<file path="src/swm_pkg.sv">
// Shared types and constants for the sliding window median filter.
`default_nettype none

package swm_pkg;

  localparam int CFG_AW = 3;
  localparam int CFG_DW = 32;
  localparam int WS_W   = 7;

  localparam logic [WS_W-1:0] WS_RESET = 7'd3;

  localparam logic REG_WINDOW_SIZE = 1'b0;

  typedef struct packed {
    logic capture;
    logic rd_old;
    logic remove;
    logic insert;
    logic sel;
    logic load_out;
  } swm_cmd_t;

  typedef struct packed {
    logic full;
    logic emit;
    logic out_busy;
  } swm_status_t;

endpackage

`default_nettype wire

</file>
<file path="src/swm_ctrl.sv">
// Controller state machine sequencing read, remove, insert and median select.
`default_nettype none

module swm_ctrl (
  input  wire logic                 clk,
  input  wire logic                 rst_n,
  input  wire logic                 in_valid,
  output logic                      in_ready,
  input  wire swm_pkg::swm_status_t status,
  output swm_pkg::swm_cmd_t         cmd
);
  import swm_pkg::*;

  typedef enum logic [5:0] {
    ST_IDLE   = 6'b000001,
    ST_READ   = 6'b000010,
    ST_REMOVE = 6'b000100,
    ST_INSERT = 6'b001000,
    ST_SEL    = 6'b010000,
    ST_EMIT   = 6'b100000
  } state_t;

  state_t state_r;
  state_t state_nxt;

  always_comb begin
    state_nxt = state_r;
    cmd       = '0;
    in_ready  = 1'b0;
    unique case (state_r)
      ST_IDLE: begin
        in_ready = 1'b1;
        if (in_valid) begin
          cmd.capture = 1'b1;
          state_nxt   = status.full ? ST_READ : ST_INSERT;
        end
      end
      ST_READ: begin
        cmd.rd_old = 1'b1;
        state_nxt  = ST_REMOVE;
      end
      ST_REMOVE: begin
        cmd.remove = 1'b1;
        state_nxt  = ST_INSERT;
      end
      ST_INSERT: begin
        cmd.insert = 1'b1;
        state_nxt  = status.emit ? ST_SEL : ST_IDLE;
      end
      ST_SEL: begin
        cmd.sel   = 1'b1;
        state_nxt = ST_EMIT;
      end
      ST_EMIT: begin
        // hold until the output register frees up
        if (!status.out_busy) begin
          cmd.load_out = 1'b1;
          state_nxt    = ST_IDLE;
        end
      end
      default: state_nxt = ST_IDLE;
    endcase
  end

  always_ff @(posedge clk) begin
    if (!rst_n) begin
      state_r <= ST_IDLE;
    end else begin
      state_r <= state_nxt;
    end
  end

endmodule

`default_nettype wire

</file>
<file path="config.mk">
export PLATFORM = sky130hd
export DESIGN_NAME = swm_ctrl
export DESIGN_NICKNAME = d
export VERILOG_FILES = /design/src/swm_pkg.sv /design/src/swm_ctrl.sv
export SDC_FILE = /design/constraint.sdc
export NUM_CORES = 1
export LEC_CHECK = 0
export ABC_CLOCK_PERIOD_IN_PS = 4130
export BUFFER_PORTS_ARGS = -buffer_cell sky130_fd_sc_hd__buf_2
export CORE_AREA = 2 2 39 41
export CTS_CLUSTER_SIZE = 28
export DETAILED_ROUTE_END_ITERATION = 16
export DIE_AREA = 0 0 41 43
export GPL_ROUTABILITY_DRIVEN = 0
export PLACE_DENSITY = 0.5
export SYNTH_ARGS = -nofsm -noshare
export SYNTH_HDL_FRONTEND = slang
export SYNTH_SLANG_ARGS = --single-unit
</file>
<file path="constraint.sdc">
create_clock -name clk -period 4.13 [get_ports clk]
set_input_delay 0.413 -clock clk [delete_from_list [all_inputs] [get_ports clk]]
set_output_delay 0.413 -clock clk [all_outputs]
set_load 0.01 [all_outputs]
</file>
==> impl_summary.txt <==
----------------------------------------------------
[Status]
  Outcome ... finished clean

[Final layout]
  Fill cells ... 156
  Total number of nets in the final design ... 61
  Flip-flop count of the largest register, all copies and words added ... 6
  Share of post-route cells with drive strength above 1 ... 37.7%
  Most used cells in the layout excluding fill and tap cells ... buf_2 (12), dfxtp_1 (6), nor2_1 (4)
  Cell Count, Final, Fillers Out ... 69
  Most common library cell in the layout ignoring fill and taps ... buf_2
  Layout-stage area growth over the synthesis result ... 20.6%
  Most flop-heavy register ... state_r
  Combined area of the multi-input logic cells ... 216 um^2
  Registers with the highest flip-flop counts ... state_r x6
  Total area of sequential cells ... 120 um^2
  Diode count ... 0

[GRT]
  Met1 track utilization from global routing ... 15.8%
  Most Used Layer, Global Route ... met1
  Routing usage on met3 ... 10.5%
  Number of global-route vias before repair ... 310
  Met2 GRT Util ... approximately 15%
  Initial antenna violation count ... 0
  Largest net degree at the start of global routing ... 10
  First-pass GRT wire length ... between 1000 and 1500 um
  Global routing usage summed across all routing layers ... 12.1%
  Congestion Overflow GR ... 0

[Clock network]
  Count of hold buffers inserted by post-cts repair ... 0
  Clock tree from TritonCTS ... done
  Root buffer cell ... clkbuf_4
  Post-CTS Setup Inserts ... 0
  Clock net sink count ... 6
  H-tree level count ... 1
  Clock slew at the register clock pins of the worst setup and hold paths ... 50 ps
  Later-pin clock latency in the skew report ... 250 ps
  Worst-case clock buffer depth ... 2
  Number of buffers added by the clock tree synthesis step ... 3
  Post_cts resized ... 0

[Power and ir drop]
  Power Dens Cells ... 347 nW/um^2
  VDD IR-drop max ... between 0.2 and 0.25 mV
  Leakage power of the design ... about 0.21 nW

[Hold path]
  Hold path cells ... 3
  Class of the tightest hold or removal check ... input pin to flip-flop
  Destination of the worst hold path ... state_r[4]
  Startpoint of the tightest hold check path ... status[1]

[Place]
  Half-perimeter wire length after placement ... between 600 and 700 um
  PortBufs ... 12
  Inst Count DP ... 66

[Routing]
  Sum of routed wire length over all layers ... 809 um
  Antenna Violating Nets Remaining ... 0
  Routed wire per std cell ... 11.7 um
  Via count normalized by instance count ... between 4 and 5
  Starting DRT DRC Count ... 6
  DRC errors left ... 0
  Overall via count from detail_route ... 334
  Number of iterations in the first detailed-routing pass ... 4

[Synthesis]
  Dominant combinational cell family by area after synthesis ... simple AND/OR/NAND/NOR gates
  Share of synthesized flip-flops with an asynchronous set or reset ... 0%
  Compound-Gate Fraction of Synth Area ... 10.8%
  Biggest area contributors in the synthesized netlist ... dfxtp_1 (32%), nor4b_1 (4.7%), nor3_1 (4.1%)
  Netlist area before placement ... approximately 370 um^2
  Yosys top cell area share ... 32.4%
  Adder and majority gate portion of the synthesized area ... 0%
  Cell taking the most area after synthesis ... dfxtp_1
  Commonest register cell after synthesis ... dfxtp_1
  Mapped Avg Cell Area ... 9.03 um^2
  Area share of and/or/nand/nor cells after synthesis ... 42.6%
  Synthesis Warnings ... 0
  Gate count after technology mapping ... between 40 and 50
  Syn_nets ... between 40 and 50
  Post-synthesis sequential area ratio ... 32.4%
  Flip-flop and latch count after synthesis ... 6
  Multiplexer area fraction after synthesis ... 2.70%
  Number of distinct library cells after synthesis ... 26
  EDFF count, synth ... 0
  Area share of xor/xnor cells in the synthesized design ... 2.36%

[Timing]
  Achievable Freq ... between 400 and 500 MHz
  Final Slew Violations ... 0
  Maximum clock skew at final layout ... 6.77 ps
  RSZ-0062 raised after global routing ... no
  Slew at the pin with the worst max-slew slack ... slightly above 400 ps
  Worst slew margin relative to its limit ... 72.5%
  Final hold violation count ... 0
  Final Critical Period ... 2200 ps
  Final setup TNS ... 0 ps
  Final period util ... 53.2%
  Finish-stage setup viols ... 0

[Floorplanning]
  Die X ... 41 um
  Core footprint ... ~1400 um^2
  Vertical die dimension ... 43 um
  Count of pins on the block boundary ... 13
  FP Rows ... 14
  Starting Density ... 26.8%
  Die area ... around 1800 um^2

[Worst setup path]
  R2R cell count ... 4
  Cells along the critical path ... or4_4 -> or3b_4 -> inv_1 -> buf_2
  Critical Setup Path Class ... flip-flop to output port
  Reg2reg start ... state_r[4]
  Capturing element type of the critical path ... output port
  Worst-path cell with the longest stage delay ... or4_4
  FF-to-FF setup slack ... 2500 ps
  Critical Path RT ... 3720 ps
  CP max stage delay ... 570 ps
  R2R Path End ... state_r[3]
  Arrival time at the worst endpoint ... 1780 ps
  Crit start category ... flip-flop
  Max Fanout on Critical Path ... 9

[Run]
  MaxCap Viol Count ... 0

----------------------------------------------------
==> kinds of logic (layout without fill, tap and decap cells) <==
| kind of cell | after synthesis | after routing |
|---|---|---|
| compound gates | 5 | 5 |
| simple gates | 23 | 23 |
| flops | 6 | 6 |
| xor+xnor | 1 | 1 |
| buf+inv | 5 | 17 |
| mux | 1 | 1 |
==> worst max-delay path by stage <==
stage,from,endpoint,cells past startpoint
final,state_r[0],cmd[1],4
after global placement,state_r[0],cmd[1],4
after floorplan,state_r[0],cmd[1],4
after CTS,state_r[0],cmd[1],4
after detailed placement,state_r[0],cmd[1],4
after global routing,state_r[0],cmd[1],4
==> synthesized netlist by cell type, drive strengths merged, types with 2 or more instances <==
cell	n
dfxtp	6
nor4b	2
nor2	4
or4	2
buf	3
nand2	2
nor3	3
nor4	2
inv	2
==> metrics by stage <==
step / utilization [%] / hold slack, ps / setup WS, ps / total power [mW] / instance area, um^2
after CTS: 32.3 / 398 / 1930 / 0.158 / 447
after detailed placement: 30.7 / 622 / 2190 / 0.102 / 424
after global placement: 30.7 / 631 / 2200 / 0.102 / 424
final: 32.3 / 399 / 1930 / 0.155 / 447
after floorplan: - / 546 / 2270 / 0.0945 / 370
after global routing: 32.3 / 401 / 1870 / 0.168 / 447
==> routing by layer <==
layer  routed length, um  part of all wire (%)
met4                   0                     0
met3                  80                   9.9
met5                   0                     0
met2                 329                    41
met1                 399                    49
==> cell type report <==
class / instances / area share [%]
multi-input cells: 30 / 48.5
flip-flops and latches: 6 / 26.9
repair buffers: 12 / 13.4
clock buffers: 3 / 5.04
well taps: 16 / 4.48
inverters: 2 / 1.68
==> critical path, delay by kind of cell, from the launching register on <==
kind | cells | cell delay (ps)
simple gates | 2 | 980
flops | 1 | 390
buf+inv | 2 | 180
==> power breakdown <==
group / internal, mW / switching [mW]
clock: 0.0329 / 0.0210
combinational: 0.0175 / 0.0158
sequential: 0.0613 / 0.00668
(Power assumes the default switching activity.)
