--- config.mk ---
export PLATFORM = sky130hd
export DESIGN_NAME = swm_regs
export DESIGN_NICKNAME = d
export VERILOG_FILES = /design/src/swm_pkg.sv /design/src/swm_regs.sv
export SDC_FILE = /design/constraint.sdc
export NUM_CORES = 1
export LEC_CHECK = 0
export BUFFER_PORTS_ARGS = -buffer_cell sky130_fd_sc_hd__buf_4
export CORE_UTILIZATION = 26
export DETAILED_ROUTE_END_ITERATION = 12
export PLACE_DENSITY_LB_ADDON = 0.12
export SLEW_MARGIN = 20
export SYNTH_ARGS = -nofsm -noshare
export SYNTH_HDL_FRONTEND = slang
export SYNTH_SLANG_ARGS = --single-unit
--- constraint.sdc ---
create_clock -name clk -period 0.8 [get_ports clk]
set_input_delay 0.16 -clock clk [delete_from_list [all_inputs] [get_ports clk]]
set_output_delay 0.16 -clock clk [all_outputs]
set_load 0.05 [all_outputs]
--- src/swm_pkg.sv ---
// Shared types and constants for the sliding window median filter.
`default_nettype none

package swm_pkg;

  localparam int CFG_AW = 3;
  localparam int CFG_DW = 32;
  localparam int WS_W   = 7;

  localparam logic [WS_W-1:0] WS_RESET = 7'd3;

  localparam logic REG_WINDOW_SIZE = 1'b0;

  typedef struct packed {
    logic capture;
    logic rd_old;
    logic remove;
    logic insert;
    logic sel;
    logic load_out;
  } swm_cmd_t;

  typedef struct packed {
    logic full;
    logic emit;
    logic out_busy;
  } swm_status_t;

endpackage

`default_nettype wire

--- src/swm_regs.sv ---
// APB-style configuration register block holding the window size.
`default_nettype none

module swm_regs (
  input  wire logic                         clk,
  input  wire logic                         rst_n,
  input  wire logic                         cfg_psel,
  input  wire logic                         cfg_penable,
  input  wire logic                         cfg_pwrite,
  input  wire logic [swm_pkg::CFG_AW-1:0]   cfg_paddr,
  input  wire logic [swm_pkg::CFG_DW-1:0]   cfg_pwdata,
  output logic      [swm_pkg::CFG_DW-1:0]   cfg_prdata,
  output logic                              cfg_pready,
  output logic      [swm_pkg::WS_W-1:0]     window_size,
  output logic                              restart
);
  import swm_pkg::*;

  logic [WS_W-1:0] window_size_r;
  logic [WS_W-1:0] window_size_nxt;
  logic            wr_en;
  logic            sel_ws;

  assign cfg_pready = 1'b1;
  assign sel_ws     = (cfg_paddr[2] == REG_WINDOW_SIZE);
  assign wr_en      = cfg_psel & cfg_penable & cfg_pwrite & cfg_pready;
  assign restart    = wr_en & sel_ws;

  always_comb begin
    window_size_nxt = window_size_r;
    if (restart) begin
      window_size_nxt = cfg_pwdata[WS_W-1:0];
    end
  end

  always_ff @(posedge clk) begin
    if (!rst_n) begin
      window_size_r <= WS_RESET;
    end else begin
      window_size_r <= window_size_nxt;
    end
  end

  always_comb begin
    cfg_prdata = '0;
    if (sel_ws) begin
      cfg_prdata = CFG_DW'(window_size_r);
    end
  end

  assign window_size = window_size_r;

endmodule

`default_nettype wire

==> summary.md, run 1 <==
| Metric | Value |
|---|---|
| Drt wl/cell | ~9 µm |
| Starting Density | between 20% and 30% |
| First-pass GRT wire length | 1810 µm |
| Layout area overhead | 64.4% |
| Die height | 48.5 µm |
| Power share of the clock group | between 20% and 30% |
| Buffers on Ports | 27 |
| Root buffer cell | clkbuf_4 |
| Register bit total from synthesis | 7 |
| Max-cap violations | 0 |
| Largest register FFs | 7 |
| Clk pin slew, worst setup/hold paths | 0.06 ns |
| Hold_ws | 0.160 ns |
| Share of layout cells above drive strength 1 | 52.9% |
| Max Slew Vio Count | 0 |
| Number of global-route vias before repair | 435 |
| Number of detailed-route iterations in the first pass | 4 |
| LEAKAGE | around 0.45 nW |
| Placed cell areas | approximately 770 µm² |
| Worst endpoint required time | 0.64 ns |
| Int Power | 0.000657 W |
| Final period util | 131% |
| Final setup TNS | -3.16 ns |
| Post-Route WL | 1170 µm |
| DR vias/cell | around 3.6 |
| Yosys warns | 0 |
| Violated checks | setup timing |
| Hold endpoint | window_size[3] |
| R2R depth | 4 |
| Global route overflow | 0 |
| Crit start category | register |
| Switching Share | 44.1% |
| Setup WS pre-CTS | -0.226 ns |
| # diodes | 0 |
| Post-synthesis cell type count | 10 |
| Longest Clk Path Bufs | 2 |
| Later-pin clock latency in the skew report | between 0.2 and 0.25 ns |
| Worst Min Path Start | cfg_pwdata[3] |
| Post-route minimum period | roughly 1.0 ns |
| Global placer's final weighted congestion | 0.637 |
| Worst R2R Setup Slack | 0.01 ns |
| Largest net degree at the start of global routing | 15 |
| Layout Nets | ~150 |
| Number of DRC markers in iteration 0 | 4 |
| Reg-to-Reg End | window_size[5] |
| Via count | 473 |
| Hold Crit Depth | 3 |
| Maximum VDD drop | 527 µV |
| Dpl hpwl | 858 µm |
| Sw Pwr | about 0.00052 W |
| Drt drc | 0 |
| Fillcell total | 208 |
| RSZ-0062 raised after global routing | true |
| Die width | 48.5 µm |
| Part of the power in registers | between 20% and 30% |
| # setup viols final | 15 |
| Initial antenna violation count | 0 |
| Gate power share | a little over two fifths |
| Final hold viol count | 0 |
| Status | complete, but fails checks |
| Sequential-to-total area share from yosys stat | 24.9% |
| CTS Buf Count | 3 |
| Max FO, Critical Path | 2 |
| Die Area | 2350 µm² |
| Sink Count | 7 |
| Critical R2R Launch | window_size[5] |
| Crit path largest cell delay | 0.34 ns |
| H-tree depth | 1 |
| Antenna-violating nets left | 0 |
| Post-CTS Hold Buffers | 0 |
| Core area | between 2000 and 2500 µm² |
| Synthesized area | around 560 µm² |
| GRT Overall Usage | 10.3% |
| Setup Skew | 0 ns |
| Crit path DAT | roughly 0.89 ns |
| Slowest CP cell | dfxtp_4 |
| CTS tree | yes |
| Rows | 16 |
| Hold Crit Class | in -> reg |
| Ports | 81 |
| F_max | 953 MHz |
| Gate Count Post-Synth | between 60 and 70 |
| Final instance area | 923 µm² |
| CP cell instances | and2b_4 -> buf_6 |
| Critical path class | reg -> out |
| Pwr dens | 1270 nW/µm² |
| Setup ws final | -0.249 ns |
| Worst setup EP type | primary output |
| Mean area per synthesized cell | 8.51 µm² |
-- metrics by stage --
step,total power (W),std cells,util [%]
global route,0.00123,131,46.1
floorplan,0.000835,90,-
finish,0.00118,131,46.1
detailed placement,0.000826,124,38.6
global placement,0.000826,124,38.6
CTS,0.00118,130,45.2
-- layer usage --
metal	vias to the layer above	routed length, µm	GRT usage, %
met1	208	443	11.7
met4	0	9	4.41
met5	-	0	0
li1	228	-	-
met2	33	579	16.4
met3	4	141	4.72
-- critical path: cells and delay by family, from the launching register on --
| kind | cells | cell delay [ns] |
|---|---|---|
| buffers and inverters | 1 | 0.14 |
| and+or+nand+nor | 1 | 0.16 |
| DFF | 1 | 0.34 |
-- power by group through the flow --
stage | Sequential (W) | Combinational [W] | Clock [W]
after global placement | 0.000351 | 0.000475 | 0
final | 0.000344 | 0.000511 | 0.000321
after detailed placement | 0.000351 | 0.000476 | 0
after global routing | 0.000344 | 0.000530 | 0.000354
after CTS | 0.000344 | 0.000504 | 0.000333
after floorplan | 0.000379 | 0.000456 | 0
-- kinds of logic after synthesis --
logic type	Yosys count	synth area share [%]
flops	7	24.9
mux	7	12.5
simple gates	22	23.8
buf+inv	28	37.4
other cells	2	1.34
-- placed cells by master (no fill, tap or decap) --
cell	Yosys	routed
buf_8	0	5
nor2b_1	4	4
and4b_1	1	1
dfxtp_4	0	7
nand2_1	10	10
buf_6	1	17
clkbuf_4	0	3
conb_1	2	26
buf_4	26	16
mux2i_1	7	7
clkbuf_1	1	1
and2b_4	0	7
-- repair_timing --
action | CTS | global route
setup buffers | 2 | 1
gates cloned | 0 | 0
setup endpoints to repair | 15 | 22
gates resized for setup | 24 | 3
-- cell usage after synthesis --
master | n | area (µm²)
nor2b_1 | 4 | 25.0
dfxtp_1 | 7 | 140
and2b_2 | 7 | 61.3
buf_6 | 1 | 11.3
nand2_1 | 10 | 37.5
mux2i_1 | 7 | 70.1
conb_1 | 2 | 7.51
buf_4 | 26 | 195
and4b_1 | 1 | 10.0
clkbuf_1 | 1 | 3.75
-- cell type report --
class | instances | area (µm²) | area share [%]
timing repair buffer | 38 | 387 | 41.9
multi-input combinational | 55 | 310 | 33.6
clock buffer | 4 | 26.3 | 2.85
tap | 27 | 33.8 | 3.66
sequential | 7 | 166 | 18.0
-- worst max-delay path by stage --
stage / from / endpoint / slack (ns) / cells after the start
3_3_place_gp: cfg_paddr[2] / window_size[6] / -0.18 / 4
4_1_cts: window_size[1] / cfg_prdata[1] / -0.26 / 2
5_1_grt: window_size[1] / cfg_prdata[1] / -0.27 / 2
2_1_floorplan: window_size[0] / cfg_prdata[0] / -0.06 / 1
6_report: window_size[4] / cfg_prdata[4] / -0.25 / 2
3_5_place_dp: cfg_paddr[2] / window_size[5] / -0.23 / 4
Power figures use the tool's default switching activity.
==> inputs of run 2 (changes only) <==
--- a/config.mk
+++ b/config.mk
@@ -5,9 +5,10 @@
 export SDC_FILE = /design/constraint.sdc
 export NUM_CORES = 1
 export LEC_CHECK = 0
-export BUFFER_PORTS_ARGS = -buffer_cell sky130_fd_sc_hd__buf_4
-export CORE_UTILIZATION = 26
+export CORE_AREA = 2 2 39 41
 export DETAILED_ROUTE_END_ITERATION = 12
+export DIE_AREA = 0 0 41 43
+export DONT_BUFFER_PORTS = 1
 export PLACE_DENSITY_LB_ADDON = 0.12
 export SLEW_MARGIN = 20
 export SYNTH_ARGS = -nofsm -noshare
==> run 2 against run 1 <==
Compared with the run above: the flow still finishes with violations (setup timing); die area down 25%; register-to-register slack improved by 0.17 ns; sequential share of layout area up 7.8 points; critical path type unchanged; highest routed layer is now met3.
==> summary.md, run 2 (synthesis results as in run 1) <==
| Metric | Value |
|---|---|
| Status | complete, but fails checks |
| Violated checks | setup timing |
| Commonest non-fill, non-tap cell in the layout | conb_1 |
| Share of layout cells above drive strength 1 | 35.5% |
| CP cell instances | and2b_4 |
| Drt wl/cell | 9.35 µm |
| Antenna-violating nets left | 0 |
| Rows | 14 |
| Setup Skew | 0 ns |
| Hold endpoint | window_size[4] |
| Via count | 358 |
| Final instance area | 646 µm² |
| Largest register FFs | 7 |
| Critical R2R Launch | window_size[1] |
| # diodes | 0 |
| Reg-to-Reg End | window_size[1] |
| Max-cap violations | 0 |
| Worst setup EP type | primary output |
| Final period util | 126% |
| Worst R2R Setup Slack | 0.18 ns |
| Crit path largest cell delay | 0.35 ns |
| Final setup TNS | -2.23 ns |
| DR vias/cell | ~3.9 |
| Sink Count | 7 |
| CTS tree | yes |
| Drt drc | 0 |
| Post-CTS Hold Buffers | 0 |
| Longest Clk Path Bufs | 2 |
| Die height | roughly 43 µm |
| Layout area overhead | 14.9% |
| Initial antenna violation count | 0 |
| Max FO, Critical Path | 3 |
| Die width | 41 µm |
| Max Slew Vio Count | 0 |
| Global placer's final weighted congestion | 0.553 |
| Number of DRC markers in iteration 0 | 2 |
| Fillcell total | 152 |
| Core area | 1380 µm² |
| Pwr dens | 1650 nW/µm² |
| R2R depth | 2 |
| First-pass GRT wire length | 1170 µm |
| Critical path class | reg -> out |
| Slowest CP cell | dfxtp_4 |
| Setup ws final | -0.208 ns |
| Buffers on Ports | 0 |
| Number of global-route vias before repair | between 200 and 300 |
| H-tree depth | 1 |
| # setup viols final | 15 |
| RSZ-0062 raised after global routing | true |
| GRT Overall Usage | 10.4% |
| Later-pin clock latency in the skew report | 0.24 ns |
| Global route overflow | 0 |
| Dpl hpwl | 703 µm |
| Die Area | 1760 µm² |
| CTS Buf Count | 3 |
| Post-Route WL | about 860 µm |
| Clk pin slew, worst setup/hold paths | approximately 0.05 ns |
| Largest net degree at the start of global routing | 15 |
| Worst Min Path Start | cfg_pwdata[4] |
| Crit start category | register |
| Starting Density | 40.6% |
| Root buffer cell | clkbuf_4 |
| Crit path DAT | 0.85 ns |
| Maximum VDD drop | ~810 µV |
| Placed cell areas | 589 µm² |
| Post-route minimum period | 1.01 ns |
| Layout Nets | between 100 and 150 |
| Number of detailed-route iterations in the first pass | 2 |
| Final hold viol count | 0 |
| Commonest cells after routing, fill and taps aside | conb_1 (26), nand2_1 (10), and2b_4 (7), mux2i_1 (7), dfxtp_4 (7) |
| Delay-heaviest family, CP | flip-flops |
| Hold Crit Depth | 2 |
| Hold Crit Class | in -> reg |
| Buf+Inv Stages, Crit Path | 0 |
| LEAKAGE | 0.296 nW |
| Worst endpoint required time | between 0.6 and 0.7 ns |
| Ports | 81 |
| F_max | 992 MHz |
run 2: how the worst max path moves through the flow:
stage,from,end,slack (ns),cells past startpoint
after floorplan,window_size[0],cfg_prdata[0],-0.06,1
after global placement,cfg_paddr[2],restart,-0.09,3
after detailed placement,cfg_paddr[2],restart,-0.08,3
after CTS,window_size[0],cfg_prdata[0],-0.22,1
after global routing,window_size[5],cfg_prdata[5],-0.24,1
final,window_size[1],cfg_prdata[1],-0.21,1
run 2: routing by layer:
metal | vias to the layer above | track usage, % | share of wire, %
met3 | 0 | 4.71 | 17
met1 | 156 | 11.0 | 35
met4 | 0 | 8.00 | 0
li1 | 170 | - | -
met2 | 32 | 15.0 | 47
met5 | - | 0 | 0
run 2: worst reg2reg max path: cells and delay by family (launching register included):
kind,cells,cell delay (ns)
DFF,1,0.34
and+or+nand+nor,1,0.10
muxes,1,0.07
run 2: power breakdown:
part	internal, W	switching, W	leakage, nW
clock network	0.000190	0.000123	0.0150
logic	0.0000580	0.000351	0.220
registers	0.000339	0.00000674	0.0605
run 2: what timing repair did:
action	CTS	global route
buffers inserted	1	0
endpoints found under the hold margin	0	0
setup endpoints to repair	15	15
pin swaps	0	0
resized for setup	3	3
run 2: cell type report:
| type | instances | area [µm²] | area share (%) |
|---|---|---|---|
| multi-input combinational | 55 | 310 | 48.1 |
| sequential | 7 | 166 | 25.8 |
| timing repair buffer | 10 | 123 | 19.0 |
| clock buffer | 4 | 26.3 | 4.07 |
| tap | 16 | 20.0 | 3.10 |
run 2: metrics by stage:
| step | instances | setup slack, ns | utilization (%) | hold slack (ns) | total power [W] |
|---|---|---|---|---|---|
| finish | 92 | -0.208 | 46.7 | 0.0453 | 0.00107 |
| global route | 92 | -0.243 | 46.7 | 0.0342 | 0.00113 |
| CTS | 92 | -0.224 | 45.8 | 0.0326 | 0.00109 |
| detailed placement | 87 | -0.0804 | 42.6 | 0.303 | 0.000753 |
| global placement | 87 | -0.0948 | 42.6 | 0.298 | 0.000752 |
| floorplan | 90 | -0.0576 | - | 0.292 | 0.000835 |
==> inputs of run 3 (changes only) <==
--- a/config.mk
+++ b/config.mk
@@ -9,6 +9,7 @@
 export DETAILED_ROUTE_END_ITERATION = 12
 export DIE_AREA = 0 0 41 43
 export DONT_BUFFER_PORTS = 1
+export GPL_TIMING_DRIVEN = 0
 export PLACE_DENSITY_LB_ADDON = 0.12
 export SLEW_MARGIN = 20
 export SYNTH_ARGS = -nofsm -noshare
==> constraint.sdc (replaced) <==
create_clock -name clk -period 0.8 [get_ports clk]
set_input_delay 0.16 -clock clk [delete_from_list [all_inputs] [get_ports clk]]
set_output_delay 0.16 -clock clk [all_outputs]
set_load 0.1 [all_outputs]
==> run 3 against run 2 <==
Compared with the run above: the run still ends with setup timing left; via count rose by 11%; power increased by 40%; sequential share of layout area shrank 3.6 points; clock-buffer cell count stayed put; cell count increased by 20%; global-route usage decreased by 0.090 points; design area up 16%; critical path depth is the same; largest cell class unchanged; largest power group unchanged.
==> summary.md, run 3 (synthesis results as in run 1) <==
| Metric | Value |
|---|---|
| Status | complete, but fails checks |
| Violated checks | setup timing |
| Longest Clk Path Bufs | 2 |
| Die width | 41 µm |
| # diodes | 0 |
| Hold Crit Class | in -> reg |
| # setup viols final | 21 |
| Largest register FFs | 7 |
| Placed cell areas | 716 µm² |
| Post-CTS Hold Buffers | 0 |
| Reg-to-Reg End | window_size[0] |
| Root buffer cell | clkbuf_4 |
| Cts repair resizes | 1 |
| Critical R2R Launch | window_size[0] |
| Maximum VDD drop | between 700 and 800 µV |
| Critical path class | reg -> out |
| Worst R2R Setup Slack | -0.02 ns |
| Commonest cells after routing, fill and taps aside | buf_4 (26), conb_1 (26) |
| Global route overflow | 0 |
| Final instance area | 749 µm² |
| Share of layout cells above drive strength 1 | between 50% and 60% |
| Later-pin clock latency in the skew report | 0.25 ns |
| Core area | 1380 µm² |
| Ports | slightly above 80 |
| Final hold viol count | 0 |
| Crit path DAT | 1.21 ns |
| Post-route minimum period | 1.37 ns |
| Final period util | 172% |
| H-tree depth | 1 |
| Largest net degree at the start of global routing | 11 |
| First-pass GRT wire length | 1220 µm |
| Worst Min Path Start | cfg_pwdata[4] |
| Util after Layout | a little over half |
| Worst endpoint required time | 0.64 ns |
| Initial antenna violation count | 0 |
| Max Slew Vio Count | 0 |
| LEAKAGE | 0.385 nW |
| R2R depth | 2 |
| Delay-heaviest family, CP | flip-flops |
| Global placer's final weighted congestion | 0.570 |
| RSZ-0062 raised after global routing | true |
| F_max | just over 700 MHz |
| Layout Nets | approximately 140 |
| Number of DRC markers in iteration 0 | 0 |
| Hold Crit Depth | 2 |
| DR vias/cell | 3.60 |
| Via count | ~400 |
| Buffers on Ports | 0 |
| Die Area | ~1800 µm² |
| Drt drc | 0 |
| Antenna-violating nets left | 0 |
| CTS tree | yes |
| Rows | 14 |
| Drt wl/cell | slightly above 8 µm |
| Max-cap violations | 0 |
| Pwr dens | 1990 nW/µm² |
| Hold endpoint | window_size[4] |
| Sink Count | 7 |
| # Post-CTS Setup Buffers | 0 |
| Setup ws final | -0.574 ns |
| Setup Skew | 0 ns |
| Slowest CP cell | dfxtp_4 |
| Crit start category | register |
| Number of global-route vias before repair | 334 |
| Die height | 43 µm |
| CP cell instances | and2b_4 |
| Number of detailed-route iterations in the first pass | 1 |
| Layout area overhead | 33.4% |
| Post-Route WL | 902 µm |
| Buf+Inv Stages, Crit Path | 0 |
| Clk pin slew, worst setup/hold paths | 0.05 ns |
| CTS Buf Count | 3 |
| Crit path largest cell delay | 0.54 ns |
| Fillcell total | approximately 150 |
| Worst setup EP type | primary output |
| Max FO, Critical Path | 3 |
| Starting Density | 40.6% |
| GRT Overall Usage | between 10 and 15% |
## run 3: cell types whose count changed in the layout (fill, tap and decap cells not counted)
cell      change
nand2_2       +3
nand2_1       -3
buf_4        +24
buf_6         -6
buf_12        -1
clkbuf_1      +1
## run 3: final cells by class
cell class | count | area, µm² | share of cell area [%]
clock buffer | 4 | 26.3 | 3.51
tap | 16 | 20.0 | 2.67
multi-input combinational | 55 | 318 | 42.4
buffer | 28 | 219 | 29.2
sequential | 7 | 166 | 22.2
## run 3: where the power goes
part | total (W) | switching, W | internal [W]
clock | 0.000317 | 0.000127 | 0.000190
sequential | 0.000403 | 0.0000630 | 0.000339
combinational | 0.000772 | 0.000646 | 0.000126
total | 0.00149 | 0.000836 | 0.000656
## run 3: how the worst max path moves through the flow
stage              startpoint             to  slack [ns]  cells after the start
6_report       window_size[2]  cfg_prdata[2]       -0.57                      1
3_3_place_gp   window_size[5]  cfg_prdata[5]       -0.31                      1
4_1_cts        window_size[5]  cfg_prdata[5]       -0.58                      1
5_1_grt        window_size[5]  cfg_prdata[5]       -0.60                      1
2_1_floorplan  window_size[0]  cfg_prdata[0]       -0.29                      1
3_5_place_dp   window_size[5]  cfg_prdata[5]       -0.31                      1
## run 3: stage by stage
step | power, W | setup slack, ns | hold WS [ns] | TNS [ns] | instances
finish | 0.00149 | -0.574 | 0.0421 | -5.08 | 110
global route | 0.00154 | -0.598 | 0.0481 | -5.70 | 110
CTS | 0.00150 | -0.584 | 0.0341 | -5.30 | 110
detailed placement | 0.00118 | -0.310 | 0.300 | -3.09 | 106
global placement | 0.00118 | -0.310 | 0.295 | -3.03 | 106
floorplan | 0.00117 | -0.294 | 0.292 | -2.74 | 90
## run 3: routing by layer
layer / vias to the layer above / global-route usage [%] / share of wire (%)
li1: 210 / - / -
met1: 159 / 10.4 / 35
met2: 27 / 16.3 / 50
met3: 0 / 4.71 / 15
met4: 0 / 6.00 / 0
met5: - / 0 / 0
